[config.mk]
export PLATFORM = sky130hd
export DESIGN_NAME = terminal_escape_key_decoder
export DESIGN_NICKNAME = d
export VERILOG_FILES = /design/src/sv/tekd_pkg.sv /design/src/sv/terminal_escape_key_decoder.sv
export SDC_FILE = /design/constraint.sdc
export NUM_CORES = 1
export LEC_CHECK = 0
export BUFFER_PORTS_ARGS = -buffer_cell sky130_fd_sc_hd__buf_2
export CORE_MARGIN = 1
export CORE_UTILIZATION = 56
export CTS_BUF_LIST = sky130_fd_sc_hd__clkbuf_4 sky130_fd_sc_hd__clkbuf_8 sky130_fd_sc_hd__clkbuf_16
export DETAILED_ROUTE_END_ITERATION = 8
export PLACE_DENSITY = 0.84
export SETUP_SLACK_MARGIN = 0.4
export SLEW_MARGIN = 20
export SYNTH_ARGS = -nofsm -noshare
export SYNTH_HDL_FRONTEND = slang
export SYNTH_SLANG_ARGS = --single-unit
export TNS_END_PERCENT = 5
[constraint.sdc]
create_clock -name i_clk -period 3.34 [get_ports i_clk]
set_input_delay 0.167 -clock i_clk [delete_from_list [all_inputs] [get_ports i_clk]]
set_output_delay 0.167 -clock i_clk [all_outputs]
set_load 0.02 [all_outputs]
[src/sv/tekd_pkg.sv]
// Package for the terminal escape key decoder: payload types, byte and
// key codes, and the final-byte lookup functions. No dependencies.
package tekd_pkg;

    // Default saturation value of a numeric parameter
    localparam int unsigned PARAM_MAX_DEF = 255;

    // Decoder mode
    typedef enum logic [1:0] {
        MODE_IDLE   = 2'd0,
        MODE_ESC    = 2'd1,
        MODE_PARAMS = 2'd2
    } t_mode;

    // Result kinds
    localparam logic [2:0] KIND_PLAIN   = 3'd0;
    localparam logic [2:0] KIND_ALT     = 3'd1;
    localparam logic [2:0] KIND_KEY     = 3'd2;
    localparam logic [2:0] KIND_UNKNOWN = 3'd3;
    localparam logic [2:0] KIND_TIMEOUT = 3'd4;

    // Bytes of interest
    localparam logic [7:0] CH_ESC   = 8'd27;
    localparam logic [7:0] CH_LBRK  = 8'h5B;  // '['
    localparam logic [7:0] CH_SS3   = 8'h4F;  // 'O'
    localparam logic [7:0] CH_TILDE = 8'h7E;  // '~'
    localparam logic [7:0] CH_SEMI  = 8'h3B;  // ';'
    localparam logic [7:0] CH_0     = 8'd48;
    localparam logic [7:0] CH_9     = 8'd57;

    // Key numbers
    localparam logic [7:0] KEY_UP    = 8'd0;
    localparam logic [7:0] KEY_DN    = 8'd1;
    localparam logic [7:0] KEY_RT    = 8'd2;
    localparam logic [7:0] KEY_LT    = 8'd3;
    localparam logic [7:0] KEY_HM    = 8'd4;
    localparam logic [7:0] KEY_END   = 8'd5;
    localparam logic [7:0] KEY_INS   = 8'd6;
    localparam logic [7:0] KEY_DEL   = 8'd7;
    localparam logic [7:0] KEY_PG_UP = 8'd8;
    localparam logic [7:0] KEY_PGDN  = 8'd9;
    localparam logic [7:0] KEY_F1    = 8'd10;
    localparam logic [7:0] KEY_F2    = 8'd11;
    localparam logic [7:0] KEY_F3    = 8'd12;
    localparam logic [7:0] KEY_F4    = 8'd13;
    localparam logic [7:0] KEY_F5    = 8'd14;
    localparam logic [7:0] KEY_F6    = 8'd15;
    localparam logic [7:0] KEY_F7    = 8'd16;
    localparam logic [7:0] KEY_F8    = 8'd17;
    localparam logic [7:0] KEY_F9    = 8'd18;
    localparam logic [7:0] KEY_F10   = 8'd19;
    localparam logic [7:0] KEY_F11   = 8'd20;
    localparam logic [7:0] KEY_F12   = 8'd21;

    // Widest numeric parameter handled by the lookups
    localparam int unsigned PNUM_W = 16;

    // Parameter count saturates here ("more than two")
    localparam logic [1:0] PCOUNT_MAX = 2'd3;
    localparam logic [1:0] PCOUNT_TWO = 2'd2;

    // Decimal radix for the accumulator
    localparam int unsigned RADIX = 10;

    // Modifier range
    localparam int unsigned MOD_MIN = 1;
    localparam int unsigned MOD_MAX = 8;

    typedef struct packed {
        logic       func;
        logic [7:0] byte_in;
    } t_in_item;

    typedef struct packed {
        logic [2:0] kind;
        logic [7:0] code;
        logic [3:0] modifier;
    } t_out_item;

    typedef struct packed {
        logic       hit;
        logic [7:0] key;
    } t_key_hit;

    // '~' sequences: first parameter to key number
    function automatic t_key_hit tilde_key(input logic [PNUM_W-1:0] p);
        t_key_hit r;
        r.hit = 1'b1;
        r.key = KEY_UP;
        case (p)
            16'd2:   r.key = KEY_INS;
            16'd3:   r.key = KEY_DEL;
            16'd5:   r.key = KEY_PG_UP;
            16'd6:   r.key = KEY_PGDN;
            16'd15:  r.key = KEY_F5;
            16'd17:  r.key = KEY_F6;
            16'd18:  r.key = KEY_F7;
            16'd19:  r.key = KEY_F8;
            16'd20:  r.key = KEY_F9;
            16'd21:  r.key = KEY_F10;
            16'd23:  r.key = KEY_F11;
            16'd24:  r.key = KEY_F12;
            default: r.hit = 1'b0;
        endcase
        return r;
    endfunction

    // Letter finals: byte to key number
    function automatic t_key_hit letter_key(input logic [7:0] b);
        t_key_hit r;
        r.hit = 1'b1;
        r.key = KEY_UP;
        case (b)
            8'h41:   r.key = KEY_UP;     // 'A'
            8'h42:   r.key = KEY_DN;     // 'B'
            8'h43:   r.key = KEY_RT;     // 'C'
            8'h44:   r.key = KEY_LT;     // 'D'
            8'h48:   r.key = KEY_HM;     // 'H'
            8'h46:   r.key = KEY_END;    // 'F'
            8'h50:   r.key = KEY_F1;     // 'P'
            8'h51:   r.key = KEY_F2;     // 'Q'
            8'h52:   r.key = KEY_F3;     // 'R'
            8'h53:   r.key = KEY_F4;     // 'S'
            default: r.hit = 1'b0;
        endcase
        return r;
    endfunction

endpackage

[src/sv/terminal_escape_key_decoder.sv]
// Terminal escape key decoder: keyboard bytes and escape-window expiry in,
// decoded key transactions out. Depends on tekd_pkg.
//
//  channel | direction | handshake                 | payload
//  --------+-----------+---------------------------+------------------------
//  input   | in        | i_in_valid / o_in_ready   | i_in_data  (t_in_item)
//  output  | out       | o_out_valid / i_out_ready | o_out_data (t_out_item)
//
// One transaction per cycle while o_in_ready is high: state and result are
// computed in the cycle of acceptance and the result is registered.
// A two-entry result store (output register plus skid register) keeps
// o_in_ready high while a single result waits; ready drops only when both hold.
// Synchronous active-low reset returns to idle with cleared parameters.
module terminal_escape_key_decoder #(
    parameter int unsigned PARAM_MAX = tekd_pkg::PARAM_MAX_DEF
) (
    input  logic                i_clk,
    input  logic                i_rst_n,
    input  logic                i_in_valid,
    output logic                o_in_ready,
    input  tekd_pkg::t_in_item  i_in_data,
    output logic                o_out_valid,
    input  logic                i_out_ready,
    output tekd_pkg::t_out_item o_out_data
);

    localparam int unsigned ACC_W = $clog2(PARAM_MAX + 1);
    localparam int unsigned PRD_W = ACC_W + 4;

    // Decoder state
    tekd_pkg::t_mode  r_mode,  n_mode;
    logic [ACC_W-1:0] r_accum, n_accum;
    logic [ACC_W-1:0] r_first, n_first;
    logic [ACC_W-1:0] r_last,  n_last;
    logic [1:0]       r_count, n_count;

    // Output stage
    logic                r_out_valid, r_skid_valid;
    tekd_pkg::t_out_item r_out, r_skid;

    logic                in_fire, out_take;
    logic                is_digit, is_semi;
    logic [PRD_W-1:0]    acc_prod;
    logic [ACC_W-1:0]    acc_sat;
    logic [1:0]          cnt_inc;

    logic                res_valid;
    tekd_pkg::t_out_item res;
    tekd_pkg::t_out_item fin_res;

    logic [ACC_W-1:0]    fin_first, fin_last;
    logic [1:0]          fin_count;
    logic                last_ok;
    tekd_pkg::t_key_hit  tk, lk;

    assign o_in_ready  = !r_skid_valid;
    assign in_fire     = i_in_valid && o_in_ready;
    assign out_take    = r_out_valid && i_out_ready;
    assign o_out_valid = r_out_valid;
    assign o_out_data  = r_out;

    // Byte classes
    always_comb begin
        is_digit = i_in_data.byte_in inside {[tekd_pkg::CH_0:tekd_pkg::CH_9]};
        is_semi  = i_in_data.byte_in == tekd_pkg::CH_SEMI;
    end

    // Decimal accumulate with saturation
    always_comb begin
        acc_prod = PRD_W'(r_accum) * PRD_W'(tekd_pkg::RADIX)
                 + PRD_W'(i_in_data.byte_in - tekd_pkg::CH_0);
        acc_sat  = (acc_prod > PRD_W'(PARAM_MAX)) ? ACC_W'(PARAM_MAX) : acc_prod[ACC_W-1:0];
        cnt_inc  = (r_count == tekd_pkg::PCOUNT_MAX) ? r_count : r_count + 2'd1;
    end

    // Parameters as they stand once the final byte has stored a nonzero number
    always_comb begin
        fin_first = r_first;
        fin_last  = r_last;
        fin_count = r_count;
        if (r_accum != '0) begin
            if (r_count == 2'd0) begin
                fin_first = r_accum;
            end
            fin_last  = r_accum;
            fin_count = cnt_inc;
        end
        last_ok = (fin_last >= ACC_W'(tekd_pkg::MOD_MIN))
               && (fin_last <= ACC_W'(tekd_pkg::MOD_MAX));
        tk = tekd_pkg::tilde_key(tekd_pkg::PNUM_W'(fin_first));
        lk = tekd_pkg::letter_key(i_in_data.byte_in);
    end

    // Final byte decode
    always_comb begin
        fin_res.kind     = tekd_pkg::KIND_UNKNOWN;
        fin_res.code     = i_in_data.byte_in;
        fin_res.modifier = 4'd0;
        if (i_in_data.byte_in == tekd_pkg::CH_TILDE) begin
            if (fin_count != 2'd0 && fin_count != tekd_pkg::PCOUNT_MAX && tk.hit) begin
                fin_res.kind = tekd_pkg::KIND_KEY;
                fin_res.code = tk.key;
                if (fin_count == tekd_pkg::PCOUNT_TWO && last_ok) begin
                    fin_res.modifier = fin_last[3:0];
                end
            end
        end else if (lk.hit) begin
            if (fin_count == 2'd0) begin
                fin_res.kind = tekd_pkg::KIND_KEY;
                fin_res.code = lk.key;
            end else if (last_ok) begin
                fin_res.kind     = tekd_pkg::KIND_KEY;
                fin_res.code     = lk.key;
                fin_res.modifier = fin_last[3:0];
            end
        end
    end

    // Next state
    always_comb begin
        n_mode  = r_mode;
        n_accum = r_accum;
        n_first = r_first;
        n_last  = r_last;
        n_count = r_count;
        if (in_fire) begin
            case (r_mode)
                tekd_pkg::MODE_ESC: begin
                    n_mode = tekd_pkg::MODE_IDLE;
                    if (!i_in_data.func && (i_in_data.byte_in == tekd_pkg::CH_LBRK
                                         || i_in_data.byte_in == tekd_pkg::CH_SS3)) begin
                        n_mode  = tekd_pkg::MODE_PARAMS;
                        n_accum = '0;
                        n_first = '0;
                        n_last  = '0;
                        n_count = 2'd0;
                    end
                end
                tekd_pkg::MODE_PARAMS: begin
                    if (!i_in_data.func && is_digit) begin
                        n_accum = acc_sat;
                    end else if (!i_in_data.func && is_semi) begin
                        if (r_count == 2'd0) begin
                            n_first = r_accum;
                        end
                        n_last  = r_accum;
                        n_count = cnt_inc;
                        n_accum = '0;
                    end else begin
                        // timeout or final byte: sequence ends
                        n_mode  = tekd_pkg::MODE_IDLE;
                        n_accum = '0;
                        n_first = '0;
                        n_last  = '0;
                        n_count = 2'd0;
                    end
                end
                default: begin
                    n_mode = tekd_pkg::MODE_IDLE;
                    if (!i_in_data.func && i_in_data.byte_in == tekd_pkg::CH_ESC) begin
                        n_mode = tekd_pkg::MODE_ESC;
                    end
                end
            endcase
        end
    end

    // Result of the accepted transaction
    always_comb begin
        res_valid = 1'b0;
        res       = '0;
        if (in_fire) begin
            case (r_mode)
                tekd_pkg::MODE_ESC: begin
                    if (i_in_data.func) begin
                        res_valid = 1'b1;
                        res.kind  = tekd_pkg::KIND_PLAIN;
                        res.code  = tekd_pkg::CH_ESC;
                    end else if (i_in_data.byte_in != tekd_pkg::CH_LBRK
                              && i_in_data.byte_in != tekd_pkg::CH_SS3) begin
                        res_valid = 1'b1;
                        res.kind  = tekd_pkg::KIND_ALT;
                        res.code  = i_in_data.byte_in;
                    end
                end
                tekd_pkg::MODE_PARAMS: begin
                    if (i_in_data.func) begin
                        res_valid = 1'b1;
                        res.kind  = tekd_pkg::KIND_TIMEOUT;
                    end else if (!is_digit && !is_semi) begin
                        res_valid = 1'b1;
                        res       = fin_res;
                    end
                end
                default: begin
                    if (!i_in_data.func && i_in_data.byte_in != tekd_pkg::CH_ESC) begin
                        res_valid = 1'b1;
                        res.kind  = tekd_pkg::KIND_PLAIN;
                        res.code  = i_in_data.byte_in;
                    end
                end
            endcase
        end
    end

    // State registers
    always_ff @(posedge i_clk) begin
        if (!i_rst_n) begin
            r_mode  <= tekd_pkg::MODE_IDLE;
            r_accum <= '0;
            r_first <= '0;
            r_last  <= '0;
            r_count <= 2'd0;
        end else begin
            r_mode  <= n_mode;
            r_accum <= n_accum;
            r_first <= n_first;
            r_last  <= n_last;
            r_count <= n_count;
        end
    end

    // Output register and skid: control
    always_ff @(posedge i_clk) begin
        if (!i_rst_n) begin
            r_out_valid  <= 1'b0;
            r_skid_valid <= 1'b0;
        end else if (r_skid_valid) begin
            if (out_take) begin
                r_skid_valid <= 1'b0;
            end
        end else if (res_valid) begin
            if (r_out_valid && !out_take) begin
                r_skid_valid <= 1'b1;
            end else begin
                r_out_valid <= 1'b1;
            end
        end else if (out_take) begin
            r_out_valid <= 1'b0;
        end
    end

    // Output register and skid: payload
    always_ff @(posedge i_clk) begin
        if (r_skid_valid) begin
            if (out_take) begin
                r_out <= r_skid;
            end
        end else if (res_valid) begin
            if (r_out_valid && !out_take) begin
                r_skid <= res;
            end else begin
                r_out <= res;
            end
        end
    end

endmodule

==> impl_results.md, run 1 <==
* Area of the multi-input gates at between 2000 and 3000 sq um
* Placed Area at between 4000 and 5000 sq um
* Max Fclk at 303 MHz
* Clock sinks at 60
* Asr flop ratio synth at 0%
* Total grt overflow at 0
* Final hold vios at 0
* Worst path max stage delay at between 0.4 and 0.5 ns
* Final antenna-violating net count at 0
* Reg area at about 1500 sq um
* Final WS setup at roughly 0.044 ns
* Synthesis-to-finish area growth at 16.6%
* GRT Total Usage at 28.8%
* MaxCap Viol Count at 0
* Routability cong. at slightly below 1
* Cts hold-fix bufs at 0
* HP Class: input port to flop
* R2R setup slack at between 0.04 and 0.05 ns
* CTS Root Cell: clkbuf_8
* Hold Path Depth at 2
* Post-Syn Area at 4430 sq um
* Reg2reg start: r_accum[1]
* Crit Path Max Fanout at 8
* RSZ-0062 raised after global routing: yes
* Crit path DAT at about 3.5 ns
* Most frequent cells in the layout: 59 x nor2_1, 47 x a21oi_1, 42 x nand2_1, 30 x edfxtp_1, 29 x buf_2
* WL final at between 10000 and 15000 um
* Max Slew Vio Count at 0
* Die area at around 8300 sq um
* Worst reg2reg path depth at 14
* Minimum clock period at between 3 and 4 ns
* Initial Util at 57.6%
* CP cell instances: ha_4 > ha_4 > fa_2 > a21o_1 > a21oi_2 > buf_4 > xnor2_1 > ha_1 > o41ai_2 > o21ai_1 > xor2_1 > o31ai_2 > buf_4 > o21ai_1
* # rows at 32
* Slowest-stage cell, CP: o41ai_2
* Clock insertion delay at the later pin of the skew report at roughly 0.35 ns
* Post-Syn Nets at 577
* IO buf count at 29
* CP Buf/Inv Count at 2
* Worst setup SP type: flop
* Hold Crit Endpoint: r_skid_valid
* Avg Vias per Cell at 6.46
* Fillers at 660
* Register area share after synthesis at about 34%
* Drt pass-1 iters at 6
* Yosys warns at 0
* Die Ht at approximately 91 um
* Initial drt markers at roughly 360
* Main synth FF type: edfxtp_1
* Post-synth top area cell: edfxtp_1
* Lkg Pwr at ~2.0 nW
* H-Tree Depth at 3
* WS Path Type: flop to flop
* Post-synth EDFFs at 30
* Critical Path RT at about 3.6 ns
* Vias in the first global route at between 4000 and 5000
* Pwr per Cell Area at 309 nW/um^2
* Mapped Avg Cell Area at between 8 and 9 sq um
* Period utilization at 98.7%
* Proportion of layout cells with a drive suffix above 1 at 19.3%
* Final hold slack at around 0.071 ns
* Max VDD drop at around 0.18 mV
* Final nets at between 600 and 700
* Global-route wire length before repair at approximately 19000 um
* Wire per inst at about 17 um
* Family with the most delay on the worst path: compound AO/OA/AOI/OAI gates
* Worst flop-to-flop path endpoint: r_accum[4]
* Largest net degree at the start of global routing at 31
* Final core occ at between 60% and 70%
* Flops & latches, synth at 60
* Via count at about 4400
* Core area at between 7000 and 8000 sq um
* Pre-CTS setup slack at -0.0197 ns
* IO Pins at 30
* Max Root-Sink Buffers at 2
* Commonest non-fill, non-tap cell in the layout: nor2_1
* Top-area cell type share of the netlist area at 20.3%
* Status: completed
* Crit path capture type: flop
* Antenna cells at 0
* Top post-synthesis cells by area: edfxtp_1 20%, dfxtp_1 14%, ha_1 8.2%, a21oi_1 5.8%, nor2_1 5.0%
* DRC viols at 0
* Die Width at around 90 um
* Antenna violations before repair at 0
* HPWL after DPL at ~8300 um
* Max-slew headroom at 51.8%
* CTS Buf Count at 9
* Mapped Cells at approximately 530
* Clock skew at 0.00994 ns
* Slew of the pin with the lowest slew margin at roughly 0.72 ns
* Final instance area at 5160 sq um
* Clk slew on worst S/H paths at around 0.070 ns
* Library cells used by synthesis at 63
* CTS tree: built
* Final setup fails at 0
* Hold path start: i_out_ready
[flip-flops by register name, summed over array words and instances, names as in the netlist]
signal and cells:
o_out_data 15, o_out_valid 1, r_accum 8, r_count 2, r_first 8, r_last 8, r_mode 2, r_skid 15
r_skid_valid 1
[worst max-delay path by stage]
stage / cells after the start / endpoint / startpoint / slack [ns]
2_1_floorplan: 14 / r_accum[2] / r_accum[3] / 0.23
4_1_cts: 16 / r_accum[4] / r_accum[1] / 0.04
5_1_grt: 14 / r_accum[3] / r_accum[6] / -0.15
3_3_place_gp: 15 / r_accum[4] / r_accum[3] / 0.24
6_report: 14 / r_accum[4] / r_accum[1] / 0.04
3_5_place_dp: 16 / r_accum[4] / r_accum[0] / -0.02
[worst reg2reg max path: cells and delay by family, from the launching register on]
| family | cells | cell delay [ns] |
|---|---|---|
| compound gates | 6 | 1.26 |
| fa+ha+maj | 4 | 1.00 |
| flops | 1 | 0.35 |
| buf+inv | 2 | 0.33 |
| xor+xnor | 2 | 0.23 |
[synth_stat cells (4+ instances only)]
cell type	number
or4_1	5
a21oi_1	51
nor2_1	59
xnor2_1	9
ha_1	29
nor2b_1	6
o21ai_0	31
edfxtp_1	30
nor3_1	18
a21o_1	13
inv_1	20
o211ai_1	6
nand4_1	4
and2_1	8
or3_1	5
o21ai_1	8
nand2_1	43
and3_1	8
clkbuf_1	24
nor4_1	8
xor2_1	5
a22oi_1	13
a31oi_1	6
nand3_1	14
dfxtp_1	30
a211oi_1	5
o31ai_1	7
nand2b_1	4
a22o_1	5
[cell type report]
type	instances	share of cell area, %
sequential	60	29.3
clock buffer	13	3.56
timing repair buffer	52	6.47
inverter	20	1.45
multi-input combinational	427	56.4
clock inverter	3	0.315
tap	102	2.47
[report_power, final]
| group | internal, W | switching [W] | total, W |
|---|---|---|---|
| Combinational | 0.0000550 | 0.0000969 | 0.000152 |
| Sequential | 0.000781 | 0.00000479 | 0.000786 |
| Clock | 0.000361 | 0.000294 | 0.000656 |
| Total | 0.00120 | 0.000396 | 0.00159 |
[metal layers]
layer / GRT usage (%) / up-vias / part of all wire, %
met5: 0 / - / 0
met3: 5.72 / 31 / 5.9
met2: 51.0 / 203 / 50
li1: - / 2078 / -
met4: 10.2 / 0 / 2.4
met1: 34.5 / 2060 / 42
[kinds of logic after synthesis]
logic type                 Yosys count  share of synthesized area [%]
AOI/OAI and AO/OA                  180                           26.8
xor gates and xnor gates            14                           2.77
adders and majority gates           31                           9.10
buffers and inverters               46                           3.96
DFF                                 60                           33.9
muxes                                3                          0.678
and+or+nand+nor                    199                           22.8
[metrics by stage]
| step | power [W] | std cells | setup TNS, ns |
|---|---|---|---|
| 6_report | 0.00159 | 677 | 0 |
| 5_1_grt | 0.00164 | 677 | -1.12 |
| 4_1_cts | 0.00160 | 677 | 0 |
| 3_5_place_dp | 0.000945 | 654 | -0.0914 |
| 3_3_place_gp | 0.000941 | 654 | 0 |
| 2_1_floorplan | 0.000899 | 533 | 0 |
[timing repair]
action | CTS | global route
buffers inserted | 7 | 0
resized for setup | 4 | 21
endpoints found under the setup margin | 17 | 34
pin swaps | 9 | 20
No activity file was read; power rests on OpenSTA's default activity.
==> inputs of run 2 (changes only) <==
Settings changed: BUFFER_PORTS_ARGS -buffer_cell sky130_fd_sc_hd__buf_2 to unset, CORE_UTILIZATION 56 to 58, DONT_BUFFER_PORTS set to 1, PLACE_DENSITY 0.84 to 0.82.
==> impl_results.md, run 2 (same netlist as run 1, synthesis figures left out) <==
* Status: completed
* Final antenna-violating net count at 0 (unchanged)
* Slowest-stage cell, CP: dfxtp_4
* # rows at 31 (-3.1%)
* Max Root-Sink Buffers at 2 (unchanged)
* Die Width at 89.4 um (-1.7%)
* Final nets at 586 (-4.6%)
* Antenna violations before repair at 0 (unchanged)
* Initial drt markers at 309 (-14%)
* Clock power share at 40.9% (-0.3 points)
* Most frequent cells in the layout: 58 x nor2_1, 48 x a21oi_1, 43 x nand2_1, 30 x edfxtp_1
* CTS Buf Count at 9 (unchanged)
* Pwr per Cell Area at 307 nW/um^2 (-0.46%)
* Crit path capture type: flop
* Via count at 4155 (-5.0%)
* Max Slew Vio Count at 0 (unchanged)
* H-Tree Depth at 3 (unchanged)
* Proportion of layout cells with a drive suffix above 1 at 14.4% (-4.9 points)
* RSZ-0062 raised after global routing: yes
* Crit Path Max Fanout at 8 (unchanged)
* Clock skew at 0.0113 ns (+0.00141 ns)
* Core area at 7330 sq um (-4.6%)
* Largest net degree at the start of global routing at 31 (unchanged)
* Final TNS setup at 0 ns (unchanged)
* Switching Share at 25.6% (+0.78 points)
* GRT Total Usage at 29.9% (+1.1 points)
* Max-slew headroom at 44.1% (-7.7 points)
* HPWL after DPL at 8130 um (-2.0%)
* Avg Vias per Cell at 6.43 (-0.40%)
* Routability cong. at 0.934 (-5.6%)
* Final hold vios at 0 (unchanged)
* Wire per inst at 17.5 um (+1.1%)
* Switching Power at 0.000394 W (-0.44%)
* Combinational share of power at 7.3% (-2.2 points)
* Crit path DAT at 3.43 ns (-0.09 ns)
* Worst path max stage delay at 0.35 ns (-0.08 ns)
* Clock sinks at 60 (unchanged)
* Clk slew on worst S/H paths at 0.07 ns (about the same)
* Slew of the pin with the lowest slew margin at 0.831 ns (+0.111 ns)
* WL final at 11300 um (-3.5%)
* Max Fclk at 312 MHz (+2.8%)
* Lkg Pwr at 1.93 nW (-5.3%)
* MaxCap Viol Count at 0 (unchanged)
* IO Pins at 30 (unchanged)
* Die area at 7990 sq um (-3.4%)
* Synthesis-to-finish area growth at 13.1%
* HP Class: input port to flop
* Total grt overflow at 0 (unchanged)
* Drt pass-1 iters at 5 (-1)
* Worst setup SP type: flop
* IO buf count at 0 (-100%)
* Final setup fails at 0 (unchanged)
* Initial Util at 60.4% (+2.8 points)
* Period utilization at 96.0% (-2.7 points)
* Commonest non-fill, non-tap cell in the layout: nor2_1
* Total Power at 0.00154 W (-3.5%)
* Critical Path RT at 3.57 ns (about the same)
* DRC viols at 0 (unchanged)
* CTS Root Cell: clkbuf_8
* Max VDD drop at 0.243 mV (+38%)
* Global-route wire length before repair at 18300 um (-4.5%)
* Die Ht at 89.4 um (-1.7%)
* CTS tree: built
* CP cell instances: ha_4 > ha_4 > fa_2 > a21o_1 > a21oi_2 > o21bai_1 > a21oi_1 > xnor2_1 > ha_1 > nand2b_1 > o21bai_1 > mux2i_1 > o221ai_1 > o31ai_2 > buf_4 > o21ai_1
* Vias in the first global route at 3783 (-9.0%)
* WS Path Type: flop to flop
* Minimum clock period at 3.21 ns (-0.0902 ns)
* Antenna cells at 0 (unchanged)
* Clock insertion delay at the later pin of the skew report at 0.35 ns (about the same)
* Int Pwr at 0.00114 W (-4.5%)
* Reg power frac at 51.8% (+2.5 points)
## run 2: what timing repair did
item                                    4_1_cts  5_1_grt
pin swaps                                     9       12
hold endpoints to repair                      2        0
gates resized for setup                       6       20
setup buffers                                 5        0
hold buffers                                  2        0
endpoints found under the setup margin       26       34
## run 2: metrics by stage
stage	instances	area (sq um)	hold slack, ns	setup slack, ns	util, %
final	646	5010	0.0235	0.134	68.3
after global routing	646	5010	0.0166	-0.0545	68.3
after floorplan	533	4480	0.267	0.235	-
after global placement	623	4630	0.269	0.244	63.2
after CTS	646	4920	0.0164	0.130	67.1
after detailed placement	623	4630	0.273	0.0686	63.2
## run 2: worst max-delay path, delay by kind of cell (launching register included)
kind	cells	cell delay [ns]
flip-flops	1	0.35
AO/OA/AOI/OAI	8	1.07
adder cells (fa/ha/maj)	4	1.08
buffers and inverters	1	0.19
XOR/XNOR	1	0.11
AND/OR/NAND/NOR	1	0.12
multiplexers	1	0.17
## run 2: final timing paths
| path | startpoint | endpoint | slack (ns) | cells after the start |
|---|---|---|---|---|
| worst max-delay path | r_accum[1] | r_accum[7] | 0.13 | 16 |
| worst min-delay path | i_in_data[5] | r_skid[9] | 0.02 | 1 |
| worst max register to register | r_accum[1] | r_accum[7] | 0.13 | 16 |
| worst min register to register | r_last[5] | r_last[5] | 0.46 | 2 |
## run 2: power by group through the flow
stage / clock network (W) / registers [W] / logic, W
after global routing: 0.000668 / 0.000799 / 0.000123
final: 0.000629 / 0.000797 / 0.000112
after global placement: 0 / 0.000814 / 0.0000988
after CTS: 0.000637 / 0.000798 / 0.000109
after floorplan: 0 / 0.000814 / 0.0000853
after detailed placement: 0 / 0.000815 / 0.000103
## run 2: per-layer routing
metal	up-vias	global-route usage (%)	part of all wire (%)
met5	-	0	0
met1	1893	38.1	43
met4	0	14.1	4.3
li1	2023	-	-
met2	197	49.0	46
met3	42	5.63	6.4
## run 2: cell type report
cell class              count  area [sq um]
clock buffers              10           149
multi-input cells         427          2900
flip-flops and latches     60          1520
fillers                   588          2320
well taps                  99           124
inverters                  20          75.1
clock inverters             6          45.0
repair buffers             24           196
